$ cat src/jvad_pkg.sv
`default_nettype none
package jvad_pkg;

  // Default number of history slots; the slot index wraps at this count.
  localparam int HistoryDepthDef = 64;

  // Fixed-point layout of the quotient: (difference * 2^24) / dt.
  localparam int FracBits = 24;
  localparam int MagW     = 33;
  localparam int QuotW    = MagW + FracBits;
  localparam int DivSteps = QuotW;
  localparam int CntW     = $clog2(DivSteps + 1);

  // Number of divisions per word: velocity and acceleration for three axes.
  localparam int NumDivs  = 6;
  localparam int IdxW     = $clog2(NumDivs);

  typedef struct packed {
    logic signed [31:0] pos_x;
    logic signed [31:0] pos_y;
    logic signed [31:0] pos_z;
    logic        [31:0] time_step;
  } in_word_t;

  typedef struct packed {
    logic signed [31:0] vel_x;
    logic signed [31:0] vel_y;
    logic signed [31:0] vel_z;
    logic signed [31:0] acc_x;
    logic signed [31:0] acc_y;
    logic signed [31:0] acc_z;
    logic        [5:0]  slot;
    logic               saturated;
    logic               zero_step;
  } out_word_t;

  // Request to the shared divider: magnitude of the difference and its sign.
  typedef struct packed {
    logic              start;
    logic              neg;
    logic [MagW-1:0]   mag;
  } div_req_t;

  // Divider answer, valid for the one cycle in which done is high.
  typedef struct packed {
    logic               done;
    logic               clip;
    logic signed [31:0] quot;
  } div_res_t;

  typedef enum logic [1:0] {
    ST_IDLE,
    ST_LOAD,
    ST_WAIT,
    ST_OUT
  } state_e;

endpackage
`default_nettype wire

$ cat src/jvad_div.sv
`default_nettype none
module jvad_div (
  input  wire logic              clk_i,
  input  wire logic              rst_ni,
  input  wire jvad_pkg::div_req_t req_i,
  input  wire logic [31:0]       divisor_i,
  output jvad_pkg::div_res_t     res_o
);

  logic [jvad_pkg::CntW-1:0]  cnt_q, cnt_d;
  logic                       done_q, done_d;
  logic                       neg_q, neg_d;
  logic [32:0]                rem_q, rem_d;
  logic [jvad_pkg::QuotW-1:0] dvd_q, dvd_d;
  logic [32:0]                rem_shift;
  logic                       fits;
  logic [31:0]                quot_lo;

  // One restoring step per cycle: shift in the next dividend bit and
  // subtract the divisor when it fits.
  always_comb begin
    rem_shift = {rem_q[31:0], dvd_q[jvad_pkg::QuotW-1]};
    fits      = rem_shift >= {1'b0, divisor_i};
    cnt_d     = cnt_q;
    done_d    = 1'b0;
    neg_d     = neg_q;
    rem_d     = rem_q;
    dvd_d     = dvd_q;
    if (req_i.start) begin
      cnt_d = jvad_pkg::CntW'(jvad_pkg::DivSteps);
      neg_d = req_i.neg;
      rem_d = '0;
      dvd_d = {req_i.mag, {jvad_pkg::FracBits{1'b0}}};
    end else if (cnt_q != '0) begin
      cnt_d  = cnt_q - 1'b1;
      done_d = (cnt_q == jvad_pkg::CntW'(1));
      rem_d  = fits ? (rem_shift - {1'b0, divisor_i}) : rem_shift;
      dvd_d  = {dvd_q[jvad_pkg::QuotW-2:0], fits};
    end
  end

  always_ff @(posedge clk_i or negedge rst_ni) begin
    if (!rst_ni) begin
      cnt_q  <= '0;
      done_q <= 1'b0;
    end else begin
      cnt_q  <= cnt_d;
      done_q <= done_d;
    end
  end

  always_ff @(posedge clk_i) begin
    neg_q <= neg_d;
    rem_q <= rem_d;
    dvd_q <= dvd_d;
  end

  // Apply the sign and clip the finished quotient to the signed 32-bit range.
  always_comb begin
    quot_lo    = dvd_q[31:0];
    res_o.done = done_q;
    res_o.clip = 1'b0;
    if (neg_q) begin
      if (dvd_q > jvad_pkg::QuotW'(32'h8000_0000)) begin
        res_o.clip = 1'b1;
        res_o.quot = 32'sh8000_0000;
      end else begin
        res_o.quot = $signed(32'd0 - quot_lo);
      end
    end else begin
      if (dvd_q > jvad_pkg::QuotW'(32'h7FFF_FFFF)) begin
        res_o.clip = 1'b1;
        res_o.quot = 32'sh7FFF_FFFF;
      end else begin
        res_o.quot = $signed(quot_lo);
      end
    end
  end

endmodule
`default_nettype wire

$ cat src/joint_velocity_acceleration_diff_core.sv
`default_nettype none
// Each accepted word runs six divisions in turn on one shared bit-serial divider, and its
// result is then held until it is taken.
// A zero time step skips the divider and gives its result in the cycle after acceptance.
// Throughput: one word at a time; the next word can be taken in the cycle after the result
// is taken.
// Reset (asynchronous, active low) clears last position and velocity to zero and sets
// the slot counter to its last value, so the first nonzero-step sample gets slot 0.
module joint_velocity_acceleration_diff_core #(
  parameter int HISTORY_DEPTH = jvad_pkg::HistoryDepthDef
) (
  input  wire logic                clk_i,
  input  wire logic                rst_ni,
  input  wire logic                in_valid_i,
  output logic                     in_ready_o,
  input  wire jvad_pkg::in_word_t  in_data_i,
  output logic                     out_valid_o,
  input  wire logic                out_ready_i,
  output jvad_pkg::out_word_t      out_data_o
);

  localparam int SlotW = $clog2(HISTORY_DEPTH);

  jvad_pkg::state_e state_q, state_d;

  logic signed [31:0] pos_q      [3];
  logic        [31:0] dt_q;
  logic signed [31:0] prev_pos_q [3];
  logic signed [31:0] prev_vel_q [3];
  logic signed [31:0] vel_q      [3];
  logic signed [31:0] acc_q      [3];
  logic [SlotW-1:0]   slot_q;
  logic [SlotW+5:0]   slot_ext;
  logic               sat_q;
  logic               zero_q;
  logic [jvad_pkg::IdxW-1:0] idx_q;
  logic [1:0]         axis;
  logic               is_acc;

  logic               accept;
  logic               div_start;
  logic signed [32:0] diff;
  logic signed [31:0] op_a, op_b;
  jvad_pkg::div_req_t div_req;
  jvad_pkg::div_res_t div_res;

  assign accept = in_valid_i && in_ready_o;
  assign axis   = idx_q[jvad_pkg::IdxW-1:1];
  assign is_acc = idx_q[0];

  // Next state.
  always_comb begin
    state_d = state_q;
    unique case (state_q)
      jvad_pkg::ST_IDLE: begin
        if (in_valid_i) begin
          state_d = (in_data_i.time_step == '0) ? jvad_pkg::ST_OUT : jvad_pkg::ST_LOAD;
        end
      end
      jvad_pkg::ST_LOAD: state_d = jvad_pkg::ST_WAIT;
      jvad_pkg::ST_WAIT: begin
        if (div_res.done) begin
          state_d = (idx_q == jvad_pkg::IdxW'(jvad_pkg::NumDivs - 1)) ?
                    jvad_pkg::ST_OUT : jvad_pkg::ST_LOAD;
        end
      end
      jvad_pkg::ST_OUT: begin
        if (out_ready_i) begin
          state_d = jvad_pkg::ST_IDLE;
        end
      end
      default: state_d = jvad_pkg::ST_IDLE;
    endcase
  end

  // Handshake and divider control outputs.
  always_comb begin
    in_ready_o  = 1'b0;
    out_valid_o = 1'b0;
    div_start   = 1'b0;
    unique case (state_q)
      jvad_pkg::ST_IDLE: in_ready_o  = 1'b1;
      jvad_pkg::ST_LOAD: div_start   = 1'b1;
      jvad_pkg::ST_WAIT: ;
      jvad_pkg::ST_OUT:  out_valid_o = 1'b1;
      default: ;
    endcase
  end

  // Difference for the current division: position step or velocity step.
  always_comb begin
    op_a = is_acc ? vel_q[axis] : pos_q[axis];
    op_b = is_acc ? prev_vel_q[axis] : prev_pos_q[axis];
    diff = {op_a[31], op_a} - {op_b[31], op_b};
    div_req.start = div_start;
    div_req.neg   = diff[32];
    div_req.mag   = diff[32] ? (33'd0 - $unsigned(diff)) : $unsigned(diff);
  end

  jvad_div u_div (
    .clk_i     (clk_i),
    .rst_ni    (rst_ni),
    .req_i     (div_req),
    .divisor_i (dt_q),
    .res_o     (div_res)
  );

  always_ff @(posedge clk_i or negedge rst_ni) begin
    if (!rst_ni) begin
      state_q <= jvad_pkg::ST_IDLE;
    end else begin
      state_q <= state_d;
    end
  end

  // Stored history and sequencing; reset clears the last values.
  always_ff @(posedge clk_i or negedge rst_ni) begin
    if (!rst_ni) begin
      for (int i = 0; i < 3; i++) begin
        prev_pos_q[i] <= '0;
        prev_vel_q[i] <= '0;
      end
      slot_q <= SlotW'(HISTORY_DEPTH - 1);
      idx_q  <= '0;
    end else begin
      if (accept) begin
        idx_q <= '0;
        if (in_data_i.time_step != '0) begin
          slot_q <= (slot_q == SlotW'(HISTORY_DEPTH - 1)) ? '0 : slot_q + 1'b1;
        end
      end
      // The new position replaces the old once its difference is in the divider.
      if (div_start && !is_acc) begin
        prev_pos_q[axis] <= pos_q[axis];
      end
      if (div_res.done) begin
        if (is_acc) begin
          prev_vel_q[axis] <= vel_q[axis];
        end
        if (idx_q != jvad_pkg::IdxW'(jvad_pkg::NumDivs - 1)) begin
          idx_q <= idx_q + 1'b1;
        end
      end
    end
  end

  // Input word capture and result registers.
  always_ff @(posedge clk_i) begin
    if (accept) begin
      pos_q[0] <= in_data_i.pos_x;
      pos_q[1] <= in_data_i.pos_y;
      pos_q[2] <= in_data_i.pos_z;
      dt_q     <= in_data_i.time_step;
      sat_q    <= 1'b0;
      zero_q   <= (in_data_i.time_step == '0);
      for (int i = 0; i < 3; i++) begin
        vel_q[i] <= '0;
        acc_q[i] <= '0;
      end
    end else if (div_res.done) begin
      sat_q <= sat_q | div_res.clip;
      if (is_acc) begin
        acc_q[axis] <= div_res.quot;
      end else begin
        vel_q[axis] <= div_res.quot;
      end
    end
  end

  // Result word, held steady while it waits to be taken.
  assign slot_ext = {6'd0, slot_q};

  always_comb begin
    out_data_o.vel_x     = vel_q[0];
    out_data_o.vel_y     = vel_q[1];
    out_data_o.vel_z     = vel_q[2];
    out_data_o.acc_x     = acc_q[0];
    out_data_o.acc_y     = acc_q[1];
    out_data_o.acc_z     = acc_q[2];
    out_data_o.slot      = slot_ext[5:0];
    out_data_o.saturated = sat_q;
    out_data_o.zero_step = zero_q;
  end

endmodule
`default_nettype wire
$ cat config.mk
export PLATFORM = sky130hd
export DESIGN_NAME = joint_velocity_acceleration_diff_core
export DESIGN_NICKNAME = d
export VERILOG_FILES = /design/src/jvad_pkg.sv /design/src/jvad_div.sv /design/src/joint_velocity_acceleration_diff_core.sv
export SDC_FILE = /design/constraint.sdc
export NUM_CORES = 1
export LEC_CHECK = 0
export BUFFER_PORTS_ARGS = -buffer_cell sky130_fd_sc_hd__clkbuf_2
export CORE_MARGIN = 2
export CORE_UTILIZATION = 54
export DETAILED_ROUTE_END_ITERATION = 8
export HOLD_SLACK_MARGIN = 0.05
export PLACE_DENSITY = 0.77
export SKIP_LAST_GASP = 1
export SYNTH_ARGS = -nofsm -noshare
export SYNTH_HDL_FRONTEND = slang
export SYNTH_HIERARCHICAL = 1
export SYNTH_SLANG_ARGS = --single-unit
$ cat constraint.sdc
create_clock -name clk_i -period 5.7 [get_ports clk_i]
set_clock_uncertainty 0.2 [all_clocks]
set_input_delay 0.285 -clock clk_i [delete_from_list [all_inputs] [get_ports clk_i]]
set_output_delay 0.285 -clock clk_i [all_outputs]
set_load 0.02 [all_outputs]
==> run_results.csv <==
group,metric,value,unit
run_status,outcome,"complete, no violations",
worst_setup_path,cp-startpoint,"idx_q[1]",
logic_synthesis,yosysSeqAreaShare,55.6,%
floorplan,io_pins,334,
global_routing,grt_overflow,0,
timing,setup_viol,0,
drt,postRouteAntennaNets,0,
floorplan,dieArea,0.0620,mm^2
place,dp_hpwl,65000,um
place,placed_cell_area,0.0352,mm^2
worst_setup_path,r2r_cells,18,
clock_tree,cts.sinks,654,
worst_setup_path,worstSetupStartpointType,"flip-flop",
worst_setup_path,cp_slowest_cell,"dfrtp_4",
power,p_per_area,615,mW/mm^2
worst_setup_path,path_class,"reg2reg",
timing,finalMaxSlewViolations,0,
timing,fin_crit,5400,ps
timing,maxSlewHeadroom,15.7,%
timing,max_slew.worst_pin.slew,1260,ps
logic_synthesis,ys_ff_latch,654,
logic_synthesis,netlist.area_leader.share,35.9,%
drt,num_vias,25800,
final_layout,seq_area,0.0180,mm^2
logic_synthesis,synth_area_leaders,"edfxtp_1, dfrtp_1, nand2_1",
clock_tree,clk_latency,620,ps
clock_tree,numCtsBuffers,71,
power,p_leak,16.2,nW
worst_setup_path,reg2reg_to,"u_div/dvd_q[55]",
place,io_buffers,333,
final_layout,final_cell_area,0.0390,mm^2
final_layout,nFillCells,4374,
logic_synthesis,synth_largest_area_cell,"edfxtp_1",
hold_path,hold_path_class,"in2async",
global_routing,grt_usage,30.8,%
timing,worst_slack,299,ps
drt,wl_per_cell,22.7,um
logic_synthesis,ys_warn_count,6,
floorplan,start_util,54.8,%
logic_synthesis,yosysMostFrequentCell,"nand2_1",
place,detailedPlace.worstSlack,260,ps
worst_setup_path,reg2reg_from,"idx_q[1]",
floorplan,die_y,249,um
timing,period_share,94.8,%
logic_synthesis,synth.top_cells.by_count,"nand2_1, edfxtp_1, o21ai_0",
logic_synthesis,synthArstFlopShare,32.1,%
place,place_congestion,0.943,
logic_synthesis,synth_area,0.0324,mm^2
drt,drc,0,
worst_setup_path,endpoint_kind,"flip-flop",
drt,wl,96400,um
floorplan,placement_rows,89,
floorplan,die_w,249,um
worst_setup_path,reg2reg_slack,300,ps
drt,drt_iter0_drc,2597,
logic_synthesis,synth_edf_count,387,
final_layout,multi_input_area,0.0134,mm^2
logic_synthesis,synth_cell_type_count,89,
clock_tree,h-tree-depth,3,
clock_tree,cts_buffer_depth,3,
logic_synthesis,synth-main-ff-cell,"edfxtp_1",
logic_synthesis,syn_area_per_cell,11.0,um^2
clock_tree,cts_tree,"yes",
power,peakVddDrop,0.389,mV
clock_tree,clk_pin_slew,60,ps
drt,vias_per_cell,6.07,
power,power,0.0240,W
final_layout,nets,3615,
clock_tree,root_buffer,"clkbuf_16",
floorplan,core_area,0.0591,mm^2
worst_setup_path,crit_fanout,15,
global_routing,antenna_found_initial,4,
worst_setup_path,crit_path_frequent_cell,"o21ai_0",
drt,dr.pass1.iters,6,
job,cap_violations,0,
timing,hold_violations,0,
final_layout,area_growth,20.4,%
global_routing,grt_pass1_vias,25600,
timing,tns,0,ps
global_routing,grt_max_degree,103,
worst_setup_path,critPathMaxStageDelay,580,ps
worst_setup_path,worstPathRequired,5820,ps
worst_setup_path,crit_chain,"buf_12 > buf_4 > buf_4 > mux2i_1 > o21ai_0 > o21ai_0 > ha_1 > a21oi_1 > o21ai_0 > a2111oi_2 > a211oi_1 > or3_1 > a32oi_1 > nor3b_1 > a41oi_1 > xnor2_1 > nand2_1 > o21ai_0",
worst_setup_path,critPathArrivalTime,5520,ps
logic_synthesis,synthCells,2953,
final_layout,final_layout_size_suffix_gt1_share,21.0,%
logic_synthesis,syn_nets,3160,
timing,fmax,185,MHz
clock_tree,cts_setup_buffers,0,
global_routing,grt_pass1_wl,148000,um
[worst max-delay path: cells and delay by family, from the launching register on]
family	cells	cell delay [ps]
AO/OA/AOI/OAI	9	2090
XOR/XNOR	1	160
adder cells (fa/ha/maj)	1	430
buffers and inverters	3	680
flip-flops	1	580
multiplexers	1	100
AND/OR/NAND/NOR	3	820
[kinds of logic after synthesis]
kind of cell             after synthesis  share of synthesized area, %
AO/OA/AOI/OAI                        672                          12.6
flip-flops                           654                          55.6
adder cells (fa/ha/maj)               75                          2.94
AND/OR/NAND/NOR                      980                          14.6
multiplexers                         238                          8.99
buffers and inverters                254                          3.03
XOR/XNOR                              80                          2.16
[layout by cell type (no fill, tap or decap), types with 91 or more instances in the layout]
master / count
clkbuf_2: 332
nor2_1: 135
edfxtp_1: 387
buf_4: 91
dlygate4sd3_1: 132
o21ai_0: 297
nand2_1: 438
mux2_2: 102
dfrtp_1: 201
a21oi_1: 142
mux2i_1: 104
and3_1: 148
[registers in the layout, summed over array words and instances (netlist names), 6 cells and up]
| signal | cells |
|---|---|
| vel_q | 128 |
| acc_q | 96 |
| pos_q | 96 |
| prev_pos_q | 96 |
| prev_vel_q | 96 |
| u_div/dvd_q | 57 |
| dt_q | 32 |
| u_div/rem_q | 32 |
| slot_q | 6 |
| u_div/cnt_q | 6 |
[layout make-up]
type / count / share of cell area (%)
flip-flops and latches: 654 / 46.3
repair buffers: 565 / 9.90
inverters: 71 / 0.696
clock inverters: 31 / 0.947
well taps: 773 / 2.48
multi-input cells: 2045 / 34.5
clock buffers: 99 / 5.20
diodes: 2 / 0.0128
[power breakdown]
part	switching [W]	internal, W
clock	0.00193	0.00282
combinational	0.00753	0.00455
sequential	0.000864	0.00629
total	0.0103	0.0137
[through the flow]
step	hold slack, ps	util, %	cells
2_1_floorplan	-211	-	2953
3_3_place_gp	207	59.6	3976
3_5_place_dp	221	59.6	3976
4_1_cts	154	65.9	4238
5_1_grt	171	65.9	4239
6_report	156	65.9	4240
[how the worst max path moves through the flow]
stage | endpoint | slack [ps] | depth (start not counted)
floorplan | u_div/dvd_q[55] | 330 | 20
global placement | u_div/dvd_q[55] | 340 | 18
detailed placement | u_div/dvd_q[55] | 260 | 18
CTS | u_div/dvd_q[55] | 210 | 18
global route | u_div/dvd_q[55] | -10 | 18
finish | u_div/dvd_q[55] | 300 | 18
[timing repair]
item                                   4_1_cts  5_1_grt
setup endpoints to repair                    0       11
hold buffers                               132        0
resized for setup                            0        9
endpoints found under the hold margin      224        0
[per-layer routing]
layer | vias to the layer above | GRT usage, % | wire length (um)
met5 | - | 0 | 0
met4 | 0 | 12.7 | 3990
met3 | 197 | 4.21 | 6180
met2 | 1090 | 53.9 | 49000
met1 | 12700 | 38.7 | 37200
li1 | 11700 | - | -
Note: power is estimated with default switching activity, not from simulation.
